`config.mk`:
```
export PLATFORM = sky130hd
export DESIGN_NAME = optical_sector_pulse_counter
export DESIGN_NICKNAME = d
export VERILOG_FILES = /design/src/rtl/core/osp_pkg.sv /design/src/rtl/core/optical_sector_pulse_counter.sv
export SDC_FILE = /design/constraint.sdc
export NUM_CORES = 1
export LEC_CHECK = 0
export BUFFER_PORTS_ARGS = -buffer_cell sky130_fd_sc_hd__buf_4
export CAP_MARGIN = 20
export CORE_MARGIN = 4
export CORE_UTILIZATION = 37
export CTS_BUF_LIST = sky130_fd_sc_hd__clkbuf_4 sky130_fd_sc_hd__clkbuf_8
export DETAILED_ROUTE_END_ITERATION = 10
export HOLD_SLACK_MARGIN = 0.08
export SLEW_MARGIN = 20
export SYNTH_ARGS = -nofsm -noshare
export SYNTH_HDL_FRONTEND = slang
export SYNTH_SLANG_ARGS = --single-unit
export TNS_END_PERCENT = 10
```
`constraint.sdc`:
```
create_clock -name clk -period 3.9 [get_ports clk]
set_input_delay 0.585 -clock clk [delete_from_list [all_inputs] [get_ports clk]]
set_output_delay 0.585 -clock clk [all_outputs]
set_load 0.02 [all_outputs]
```
`src/rtl/core/osp_pkg.sv`:
```
`default_nettype none

package osp_pkg;

	localparam int COUNT_WIDTH_DEF = 32;
	localparam int PADDR_WIDTH     = 5;

	localparam logic [7:0] DARK_RUN_MIN_RST = 8'd2;
	localparam logic [7:0] RUN_LEN_MAX_RST  = 8'd8;
	localparam logic [7:0] RATE_MAX_RST     = 8'd8;
	localparam logic [7:0] ZERO_RUN_MAX_RST = 8'd4;
	localparam logic [7:0] INIT_RATE_RST    = 8'd2;

	typedef enum logic [2:0] {
		REG_DARK_RUN_MIN = 3'd0,
		REG_RUN_LEN_MAX  = 3'd1,
		REG_RATE_MAX     = 3'd2,
		REG_ZERO_RUN_MAX = 3'd3,
		REG_INIT_RATE    = 3'd4
	} reg_idx_t;

	typedef logic [3:0] phase_t;

	localparam phase_t PH_IDLE     = 4'd0;
	localparam phase_t PH_SECTOR_A = 4'd1;
	localparam phase_t PH_REPEAT_A = 4'd2;
	localparam phase_t PH_MIXED_A  = 4'd3;
	localparam phase_t PH_ZERO_A   = 4'd4;
	localparam phase_t PH_SECTOR_B = 4'd5;
	localparam phase_t PH_REPEAT_B = 4'd6;
	localparam phase_t PH_MIXED_B  = 4'd7;
	localparam phase_t PH_ZERO_B   = 4'd8;

	function automatic phase_t route(input phase_t cur, input logic [1:0] sym);
		phase_t row [4];
		case (cur) inside
			PH_SECTOR_A, PH_REPEAT_A, PH_MIXED_A, PH_ZERO_A: begin
				row = '{PH_ZERO_A, PH_REPEAT_A, PH_SECTOR_B, PH_MIXED_A};
			end
			PH_SECTOR_B, PH_REPEAT_B, PH_MIXED_B, PH_ZERO_B: begin
				row = '{PH_ZERO_B, PH_SECTOR_A, PH_REPEAT_B, PH_MIXED_B};
			end
			default: begin
				row = '{PH_IDLE, PH_SECTOR_A, PH_SECTOR_B, PH_IDLE};
			end
		endcase
		return row[sym];
	endfunction

endpackage

`default_nettype wire

```
`src/rtl/core/optical_sector_pulse_counter.sv`:
```
// channel  dir  transfer when           payload
// symbol   in   symbol_valid & !stall   sensor_symbol
// result   out  result_valid & !stall   pulse_count, poll_rate, stopped, phase
// config   in   psel & penable & pwrite paddr, pwdata (prdata on read)
//
// one result per symbol; a symbol waits in the input register and its result is
// loaded into the result register once that is free, one symbol per cycle unless stalled
// result_stall holds a valid result register and, while it holds, the input register
// reset: all counters cleared, registers to their defaults, poll rate to 2
`default_nettype none

module optical_sector_pulse_counter #(
	parameter int COUNT_WIDTH = osp_pkg::COUNT_WIDTH_DEF
) (
	input  wire logic                            clk,
	input  wire logic                            arst_n,
	input  wire logic                            symbol_valid,
	output logic                                 symbol_stall,
	input  wire logic [1:0]                      sensor_symbol,
	output logic                                 result_valid,
	input  wire logic                            result_stall,
	output logic [31:0]                          pulse_count,
	output logic [7:0]                           poll_rate,
	output logic                                 stopped,
	output logic [3:0]                           phase,
	input  wire logic                            psel,
	input  wire logic                            penable,
	input  wire logic                            pwrite,
	input  wire logic [osp_pkg::PADDR_WIDTH-1:0] paddr,
	input  wire logic [31:0]                     pwdata,
	output logic [31:0]                          prdata,
	output logic                                 pready
);

	logic [7:0] dark_min_q, run_max_q, rate_max_q, zero_max_q, init_rate_q;

	osp_pkg::phase_t        phase_q;
	logic [7:0]             zero_run_q, dark_run_q, run_len_q, rate_q;
	logic [COUNT_WIDTH-1:0] count_q;
	logic                   stopped_q;

	logic       valid_s1;
	logic [1:0] sym_s1;

	osp_pkg::phase_t        phase_d;
	logic [7:0]             zero_run_d, dark_run_d, run_len_d, rate_d;
	logic [COUNT_WIDTH-1:0] count_d;
	logic                   stopped_d;

	logic             step;
	logic             cfg_wr;
	osp_pkg::reg_idx_t cfg_idx;
	logic             short_dark;

	assign pready       = 1'b1;
	assign cfg_wr       = psel & penable & pwrite;
	assign cfg_idx      = osp_pkg::reg_idx_t'(paddr[4:2]);
	assign step         = valid_s1 & (~result_valid | ~result_stall);
	assign symbol_stall = valid_s1 & ~step;
	assign short_dark   = (dark_run_q == 8'd0) || ((dark_run_q - 8'd1) < dark_min_q);

	always_comb begin
		unique case (cfg_idx)
			osp_pkg::REG_DARK_RUN_MIN: prdata = {24'd0, dark_min_q};
			osp_pkg::REG_RUN_LEN_MAX:  prdata = {24'd0, run_max_q};
			osp_pkg::REG_RATE_MAX:     prdata = {24'd0, rate_max_q};
			osp_pkg::REG_ZERO_RUN_MAX: prdata = {24'd0, zero_max_q};
			osp_pkg::REG_INIT_RATE:    prdata = {24'd0, init_rate_q};
			default:                   prdata = 32'd0;
		endcase
	end

	always_comb begin
		phase_d    = osp_pkg::route(phase_q, sym_s1);
		zero_run_d = zero_run_q;
		dark_run_d = dark_run_q;
		run_len_d  = run_len_q;
		rate_d     = rate_q;
		count_d    = count_q;
		stopped_d  = stopped_q;
		case (phase_d) inside
			osp_pkg::PH_IDLE: begin
				zero_run_d = 8'd0;
				dark_run_d = 8'd2;
				run_len_d  = 8'd1;
			end
			osp_pkg::PH_SECTOR_A, osp_pkg::PH_SECTOR_B: begin
				count_d = count_q + COUNT_WIDTH'(1);
				if (short_dark && rate_q != 8'd0) begin
					rate_d = rate_q - 8'd1;
				end
				zero_run_d = 8'd0;
				dark_run_d = 8'd2;
				run_len_d  = 8'd1;
			end
			osp_pkg::PH_REPEAT_A, osp_pkg::PH_REPEAT_B,
			osp_pkg::PH_MIXED_A, osp_pkg::PH_MIXED_B: begin
				if ((phase_d == osp_pkg::PH_REPEAT_A || phase_d == osp_pkg::PH_REPEAT_B)
				    && dark_run_q != 8'd0) begin
					dark_run_d = dark_run_q + 8'd1;
				end
				if (run_len_q < run_max_q) begin
					run_len_d = run_len_q + 8'd1;
				end else begin
					if (rate_q < rate_max_q) begin
						rate_d = rate_q + 8'd1;
					end
					run_len_d = 8'd1;
				end
			end
			default: begin
				if (zero_run_q < zero_max_q) begin
					zero_run_d = zero_run_q + 8'd1;
				end else begin
					stopped_d = 1'b1;
				end
			end
		endcase
	end

	always_ff @(posedge clk or negedge arst_n) begin
		if (!arst_n) begin
			dark_min_q  <= osp_pkg::DARK_RUN_MIN_RST;
			run_max_q   <= osp_pkg::RUN_LEN_MAX_RST;
			rate_max_q  <= osp_pkg::RATE_MAX_RST;
			zero_max_q  <= osp_pkg::ZERO_RUN_MAX_RST;
			init_rate_q <= osp_pkg::INIT_RATE_RST;
			phase_q     <= osp_pkg::PH_IDLE;
			zero_run_q  <= 8'd0;
			dark_run_q  <= 8'd0;
			run_len_q   <= 8'd0;
			rate_q      <= osp_pkg::INIT_RATE_RST;
			count_q     <= '0;
			stopped_q   <= 1'b0;
		end else begin
			if (step && !stopped_q) begin
				phase_q    <= phase_d;
				zero_run_q <= zero_run_d;
				dark_run_q <= dark_run_d;
				run_len_q  <= run_len_d;
				rate_q     <= rate_d;
				count_q    <= count_d;
				stopped_q  <= stopped_d;
			end
			if (cfg_wr) begin
				unique case (cfg_idx)
					osp_pkg::REG_DARK_RUN_MIN: dark_min_q <= pwdata[7:0];
					osp_pkg::REG_RUN_LEN_MAX:  run_max_q  <= pwdata[7:0];
					osp_pkg::REG_RATE_MAX:     rate_max_q <= pwdata[7:0];
					osp_pkg::REG_ZERO_RUN_MAX: zero_max_q <= pwdata[7:0];
					osp_pkg::REG_INIT_RATE: begin
						init_rate_q <= pwdata[7:0];
						rate_q      <= pwdata[7:0];
					end
					default: ;
				endcase
			end
		end
	end

	// input register
	always_ff @(posedge clk or negedge arst_n) begin
		if (!arst_n) begin
			valid_s1 <= 1'b0;
		end else if (!symbol_stall) begin
			valid_s1 <= symbol_valid;
		end
	end

	always_ff @(posedge clk) begin
		if (!symbol_stall && symbol_valid) begin
			sym_s1 <= sensor_symbol;
		end
	end

	// result register
	always_ff @(posedge clk or negedge arst_n) begin
		if (!arst_n) begin
			result_valid <= 1'b0;
		end else if (step) begin
			result_valid <= 1'b1;
		end else if (!result_stall) begin
			result_valid <= 1'b0;
		end
	end

	always_ff @(posedge clk) begin
		if (step) begin
			if (stopped_q) begin
				pulse_count <= 32'(count_q);
				poll_rate   <= rate_q;
				stopped     <= stopped_q;
				phase       <= phase_q;
			end else begin
				pulse_count <= 32'(count_d);
				poll_rate   <= rate_d;
				stopped     <= stopped_d;
				phase       <= phase_d;
			end
		end
	end

`ifndef SYNTHESIS
	a_stopped_sticky: assert property (@(posedge clk) disable iff (!arst_n)
		stopped_q |=> stopped_q)
		else $error("stopped flag cleared without reset");

	a_stopped_frozen: assert property (@(posedge clk) disable iff (!arst_n)
		stopped_q |=> $stable(count_q) && $stable(phase_q))
		else $error("state moved while stopped");

	a_phase_range: assert property (@(posedge clk) disable iff (!arst_n)
		phase_q <= osp_pkg::PH_ZERO_B)
		else $error("phase out of route table range");

	a_stall_only_full: assert property (@(posedge clk) disable iff (!arst_n)
		symbol_stall |-> valid_s1 && result_valid && result_stall)
		else $error("input stalled with room downstream");

	a_step_gives_result: assert property (@(posedge clk) disable iff (!arst_n)
		step |=> result_valid)
		else $error("symbol processed without a result transfer pending");
`endif

endmodule

`default_nettype wire

```
==> results_dict.tcl, run 1 <==
set metrics [dict create \
    leakage_nw 4.53 \
    place_hpwl_mm 14.6 \
    maxSlewHeadroom 0.481 \
    floorplan.die.height_um 162 \
    cts_sinks 158 \
    ys_types 76 \
    tns_ns 0 \
    portBuffers 74 \
    cpPeakStageDelay_ns 0.59 \
    critPathMaxFanout 6 \
    area_growth_pct 13.7 \
    core_area_mm2 0.0235 \
    met1_length_mm 9.35 \
    crit_slowest_cell "or4_4" \
    drive_gt1_frac 0.154 \
    htreeDepth 4 \
    finalCriticalPeriod_ns 3.38 \
    synth_edf_count 47 \
    rr_startpoint "dark_run_q[4]" \
    io_pins 126 \
    clock.fmax_ghz 0.296 \
    yosysMostFrequentCell "nand2_1" \
    cp_data_arrival_time_ns 3.56 \
    cts_resized 0 \
    dr_wl_met2_mm 9.47 \
    finalMaxSlewViolations 0 \
    synth_area_leader_cell "dfrtp_1" \
    viasPerCell 4.99 \
    dr_total_vias 6538 \
    synth_ff_type "dfrtp_1" \
    dp_slack_ns 0.509 \
    drv_cap 0 \
    postSynth.asyncResetShare 0.703 \
    tritoncts "built" \
    grt_pass1_wl_mm 32.1 \
    synth_seq_area_share 0.476 \
    setup_viol 0 \
    die_area_mm2 0.0264 \
    reg2reg_depth 11 \
    ctsHoldBuffers 0 \
    die_width_um 162 \
    cp.buffers_inverters 0 \
    report.final.hold_viol_count 0 \
    antenna_found_initial 0 \
    drt-initial-drc-count 348 \
    yosys-top-cells-area "dfrtp_1, edfxtp_1, nand2_1, ha_1, xnor2_1" \
    synth_top_area_share 0.298 \
    dr.pass1.iters 5 \
    grt_pass1_vias 6384 \
    path_delay_family "simple AND/OR/NAND/NOR gates" \
    crit_required_ns 4.08 \
    regToRegSetupSlack_ns 0.52 \
    clock-skew-final_ns 0.0209 \
    hold_slack_ns 0.0913 \
    worstSkewPairLatency_ns 0.45 \
    antennaDiodeCount 0 \
    fin_util 0.427 \
    antenna_left 0 \
    outcome "finished clean" \
    numCtsBuffers 17 \
    syn_inst 906 \
    fin_ws_ns 0.520 \
    wl_met3_um 854 \
    gr-total-overflow 0 \
    wire_per_inst_um 15.3 \
    cp-end-kind "flip-flop" \
    synth.cell_area_mm2 0.00882 \
    grt_max_degree 47 \
    drc 0 \
    synth_warnings 0 \
    fin_nets 1061 \
    critical_path.cell_chain "or4_4 -> nor2_1 -> xnor2_1 -> ha_1 -> a21o_1 -> a211oi_1 -> o21ai_1 -> and2_1 -> or3_1 -> a21oi_1 -> xor2_1" \
    grt.total_usage 0.151 \
    maxUsedRoutingLayer "met4" \
    synth-seq-cells 158 \
    cp-start-kind "flip-flop" \
    clkTransAtPathRegs_ns 0.10 \
    root_buffer "clkbuf_8" \
    period_share 0.867 \
    start_util 0.376 \
    clock_tree.buffer_depth 2 \
    critPathKind "flip-flop to flip-flop" \
    place_congestion 0.861 \
    rsz0062_at_grt "false" \
    wirelength_mm 20.1 \
    r2r_end "poll_rate[6]" \
    synth.avg_cell_area_um2 9.74 \
    cts_setup_buffers 0 \
    num_rows 56 \
    hold_class "input port to async pin" \
    tightest_slew_ns 0.776 \
    power.density_mw_per_mm2 525 \
    synthTopCellsByCount "nand2_1, dfrtp_1, nor2_1" \
    ir_drop_mv 0.215 \
]
-- registers in the layout, indices dropped and copies added (netlist names), 8 cells and up --
signal	flops
count_q	32
rate_max_q	8
run_max_q	8
zero_run_q	8
init_rate_q	8
rate_q	8
run_len_q	8
dark_run_q	8
pulse_count	32
zero_max_q	8
poll_rate	8
dark_min_q	8
-- power breakdown --
part           switching [mW]  internal [mW]  total (mW)
clock                   0.700          0.476        1.18
combinational            1.06          0.700        1.76
sequential              0.314           2.02        2.34
-- how the worst max path moves through the flow --
stage / from / to / slack (ns) / depth (start not counted)
after detailed placement: dark_run_q[4] / poll_rate[6] / 0.51 / 10
after global placement: dark_run_q[4] / poll_rate[6] / 0.56 / 11
after global routing: dark_run_q[2] / rate_q[7] / 0.24 / 10
final: dark_run_q[4] / poll_rate[6] / 0.52 / 11
after floorplan: dark_run_q[4] / poll_rate[5] / 0.80 / 11
after CTS: dark_run_q[4] / poll_rate[6] / 0.49 / 10
-- routing by layer --
layer | vias to the layer above | GRT usage
met3 | 29 | 0.0311
met5 | - | 0
met4 | 0 | 0.0484
met1 | 3117 | 0.198
met2 | 148 | 0.252
li1 | 3244 | -
-- through the flow --
stage | std cells | power (mW) | area [µm²]
after floorplan | 929 | 3.56 | 8910
after global placement | 1278 | 4.09 | 9650
after detailed placement | 1278 | 4.13 | 9650
after CTS | 1310 | 5.32 | 10000
after global routing | 1310 | 5.63 | 10000
final | 1310 | 5.27 | 10000
-- final cells by class --
class,count,area (µm²)
multi-input combinational,663,4200
sequential,158,4200
inverter,49,184
clock buffer,17,234
tap,319,399
fill,2255,13400
clock inverter,15,148
timing repair buffer,89,668
-- cells by family (layout without fill, tap and decap cells) --
group                      count (synthesis)  in the layout  synth area share
AOI/OAI and AO/OA                        164            164             0.121
adders and majority gates                 37             37            0.0525
muxes                                     24             24            0.0282
other                                      2             25          0.000851
DFF                                      158            158             0.476
xor gates and xnor gates                  88             88            0.0874
buffers and inverters                    108            170            0.0583
and+or+nand+nor                          325            325             0.177
-- cells in the final DEF, fill, tap and decap left out, types with 4 or more instances in the layout --
cell,netlist,routed
a211oi_1,5,5
ha_1,37,37
and3_1,14,14
xnor2_1,50,50
inv_1,49,49
o21ai_0,69,69
dfrtp_1,105,105
inv_8,0,4
mux2i_1,17,17
inv_6,0,5
a21o_1,4,4
and2_1,10,9
xor2_1,38,38
dfstp_2,6,6
clkbuf_8,0,17
o21ai_1,7,7
nor3_1,13,13
conb_1,2,25
nand2_1,126,126
nand2b_1,9,9
o22ai_1,8,8
nor3b_1,5,5
mux2_2,7,7
nand3_1,36,36
nand4_1,9,9
buf_4,25,89
o21a_1,4,4
or3_1,10,10
nor2_1,71,71
a21oi_1,24,24
edfxtp_1,47,47
(Power assumes the default switching activity.)
==> inputs of run 2 (changes only) <==
- ABC_AREA: default -> 1
==> run 2 against run 1 <==
  * Synthesized cell count rose by 32%
  * Clock skew rose by 0.0025 ns
  * Hold slack improved by 0.084 ns
  * Design area rose by 7.5%
  * Total power fell by 21%
  * Clock power rose by 9%
==> results_dict.tcl, run 2 <==
set metrics [dict create \
    cts_resized 0 \
    finalCriticalPeriod_ns 2.98 \
    period_share 0.763 \
    die_area_mm2 0.0287 \
    mostFrequentLayoutCells "nand2_1, inv_1, o21ai_0" \
    path_delay_family "simple AND/OR/NAND/NOR gates" \
    crit_slowest_cell "dfrtp_1" \
    tightest_slew_ns 0.916 \
    io_pins 126 \
    cpPeakStageDelay_ns 0.47 \
    dr_total_vias 7744 \
    clock_tree.buffer_depth 2 \
    antennaDiodeCount 0 \
    drv_cap 0 \
    drt-initial-drc-count 542 \
    syn_inst 1196 \
    num_rows 58 \
    tritoncts "built" \
    finalMaxSlewViolations 0 \
    grt_max_degree 63 \
    maxSlewHeadroom 0.388 \
    power.density_mw_per_mm2 385 \
    htreeDepth 4 \
    drive_gt1_frac 0.145 \
    synth.cell_area_mm2 0.00963 \
    synth_top_area_share 0.273 \
    cts_setup_buffers 0 \
    dp_slack_ns 0.942 \
    clock-skew-final_ns 0.0234 \
    power.share.sequential 0.479 \
    viasPerCell 4.84 \
    synth_seq_area_share 0.436 \
    portBuffers 74 \
    setup_viol 0 \
    antenna_left 0 \
    switching_share 0.330 \
    hold_class "input port to async pin" \
    cp-start-kind "flip-flop" \
    final_common_cell "nand2_1" \
    wire_per_inst_um 14.3 \
    grt_pass1_wl_mm 37.4 \
    numCtsBuffers 17 \
    drc 0 \
    dr_wl_met2_mm 10.4 \
    core_area_mm2 0.0254 \
    grt.total_usage 0.161 \
    combPwrFrac 0.210 \
    met1_length_mm 11.0 \
    p_int_mw 2.78 \
    cp.buffers_inverters 1 \
    yosysMostFrequentCell "nand2_1" \
    crit_required_ns 4.08 \
    rsz0062_at_grt "false" \
    crit_top_cell "nand2_1" \
    clkTransAtPathRegs_ns 0.09 \
    place_hpwl_mm 17.1 \
    report.final.hold_viol_count 0 \
    synth_area_leader_cell "dfrtp_1" \
    ir_drop_mv 0.180 \
    synth_ff_type "dfrtp_1" \
    cp-end-kind "flip-flop" \
    start_util 0.379 \
    fin_nets 1339 \
    maxUsedRoutingLayer "met4" \
    leakage_nw 4.85 \
    yosys-top-cells-area "dfrtp_1, edfxtp_1, nand2_1, o21ai_0, inv_1" \
    synth_warnings 0 \
    root_buffer "clkbuf_8" \
    wl_met3_mm 1.10 \
    switchingPower_mw 1.37 \
    antenna_found_initial 0 \
    grt_pass1_vias 7256 \
    outcome "finished clean" \
    worstSkewPairLatency_ns 0.47 \
    die_width_um 169 \
    floorplan.die.height_um 169 \
    area_growth_pct 12.1 \
    gr-total-overflow 0 \
    clock.fmax_ghz 0.336 \
    wirelength_mm 22.8 \
    pwr-share-clk 0.311 \
    critPathMaxFanout 8 \
    synth_edf_count 47 \
    hold_slack_ns 0.175 \
    place_congestion 0.859 \
    cts_sinks 158 \
    ctsHoldBuffers 0 \
    cp_data_arrival_time_ns 3.16 \
    fin_ws_ns 0.924 \
    synth.avg_cell_area_um2 8.05 \
    ys_types 49 \
    synth-seq-cells 158 \
    critical_path.cell_chain "nor2_1 -> nand4_1 -> nor3_1 -> xor2_1 -> ha_1 -> nand2_1 -> inv_1 -> nor2_1 -> o21a_1 -> nand2_1 -> nand2_1 -> nand2_1 -> nor2_1 -> nand2_1 -> nand3_1 -> nand2_1 -> nand2_1 -> o21ai_0" \
    tns_ns 0 \
    synthTopCellsByCount "nand2_1, inv_1, o21ai_0" \
    dr.pass1.iters 5 \
    reg_top3 "count_q (32), pulse_count (32)" \
    postSynth.asyncResetShare 0.703 \
    critPathKind "flip-flop to flip-flop" \
]
[run 2: changes by cell type after synthesis, sizes merged, moves of 13 or more]
| cell | before | now |
|---|---|---|
| nand2 | 126 | 329 |
| inv | 49 | 165 |
| o21ai | 76 | 170 |
| xnor2 | 50 | 3 |
| mux2i | 17 | 0 |
| and3 | 14 | 1 |
| nand3 | 36 | 49 |
| nor3 | 17 | 30 |
[run 2: worst reg2reg max path, cell delays in order, from the launching register on]
cell and delay (ns):
dfrtp_1 0.47, nor2_1 0.18, nand4_1 0.14, nor3_1 0.20, xor2_1 0.19, ha_1 0.27
nand2_1 0.07, inv_1 0.04, nor2_1 0.09, o21a_1 0.13, nand2_1 0.06, nand2_1 0.15
nand2_1 0.17, nor2_1 0.15, nand2_1 0.08, nand3_1 0.09, nand2_1 0.09, nand2_1 0.06
o21ai_0 0.09
[run 2: cell type report]
type | count | area, µm²
tap | 330 | 413
sequential | 158 | 4200
clock buffer | 17 | 234
fill | 2581 | 14600
inverter | 165 | 627
timing repair buffer | 80 | 626
multi-input combinational | 834 | 4520
clock inverter | 15 | 171
[run 2: path summary, 6_finish.rpt]
path / from / endpoint / slack (ns) / cells after the start
worst max-delay path: dark_run_q[2] / poll_rate[3] / 0.92 / 18
worst min-delay path: arst_n / result_valid / 0.18 / 1
worst max register to register: dark_run_q[2] / poll_rate[3] / 0.92 / 18
worst min register to register: zero_max_q[6] / zero_max_q[6] / 0.49 / 2
max in group asynchronous: arst_n / dark_min_q[1] / 2.89 / 2
min in group clk: sensor_symbol[1] / sym_s1[1] / 0.30 / 1
[run 2: logic make-up (layout without fill, tap and decap cells)]
logic type / Yosys count / in the layout / share of synthesized area
adder cells (fa/ha/maj): 37 / 37 / 0.0481
buffers and inverters: 227 / 277 / 0.105
other: 2 / 25 / 0.000780
XOR/XNOR: 48 / 48 / 0.0437
flip-flops: 158 / 158 / 0.436
AND/OR/NAND/NOR: 508 / 508 / 0.236
AO/OA/AOI/OAI: 216 / 216 / 0.130
[run 2: power by group through the flow]
stage          Sequential (mW)  Clock (mW)  Combinational (mW)
3_5_place_dp              2.02           0               0.877
6_report                  1.99        1.29               0.871
5_1_grt                   2.01        1.39               0.991
4_1_cts                   1.99        1.32               0.882
3_3_place_gp              2.02           0               0.858
2_1_floorplan             2.04           0               0.569
[run 2: routing by layer]
| layer | vias to the layer above | GRT usage |
|---|---|---|
| li1 | 3966 | - |
| met1 | 3583 | 0.229 |
| met2 | 175 | 0.259 |
| met3 | 20 | 0.0282 |
| met4 | 0 | 0.0375 |
| met5 | - | 0 |
[run 2: per-stage QoR]
step | instance area, µm² | total power [mW] | util | std cells
after floorplan | 9710 | 2.61 | - | 1219
after global placement | 10400 | 2.88 | 0.409 | 1567
after detailed placement | 10400 | 2.90 | 0.409 | 1567
after CTS | 10800 | 4.19 | 0.425 | 1599
after global routing | 10800 | 4.40 | 0.425 | 1599
final | 10800 | 4.15 | 0.425 | 1599
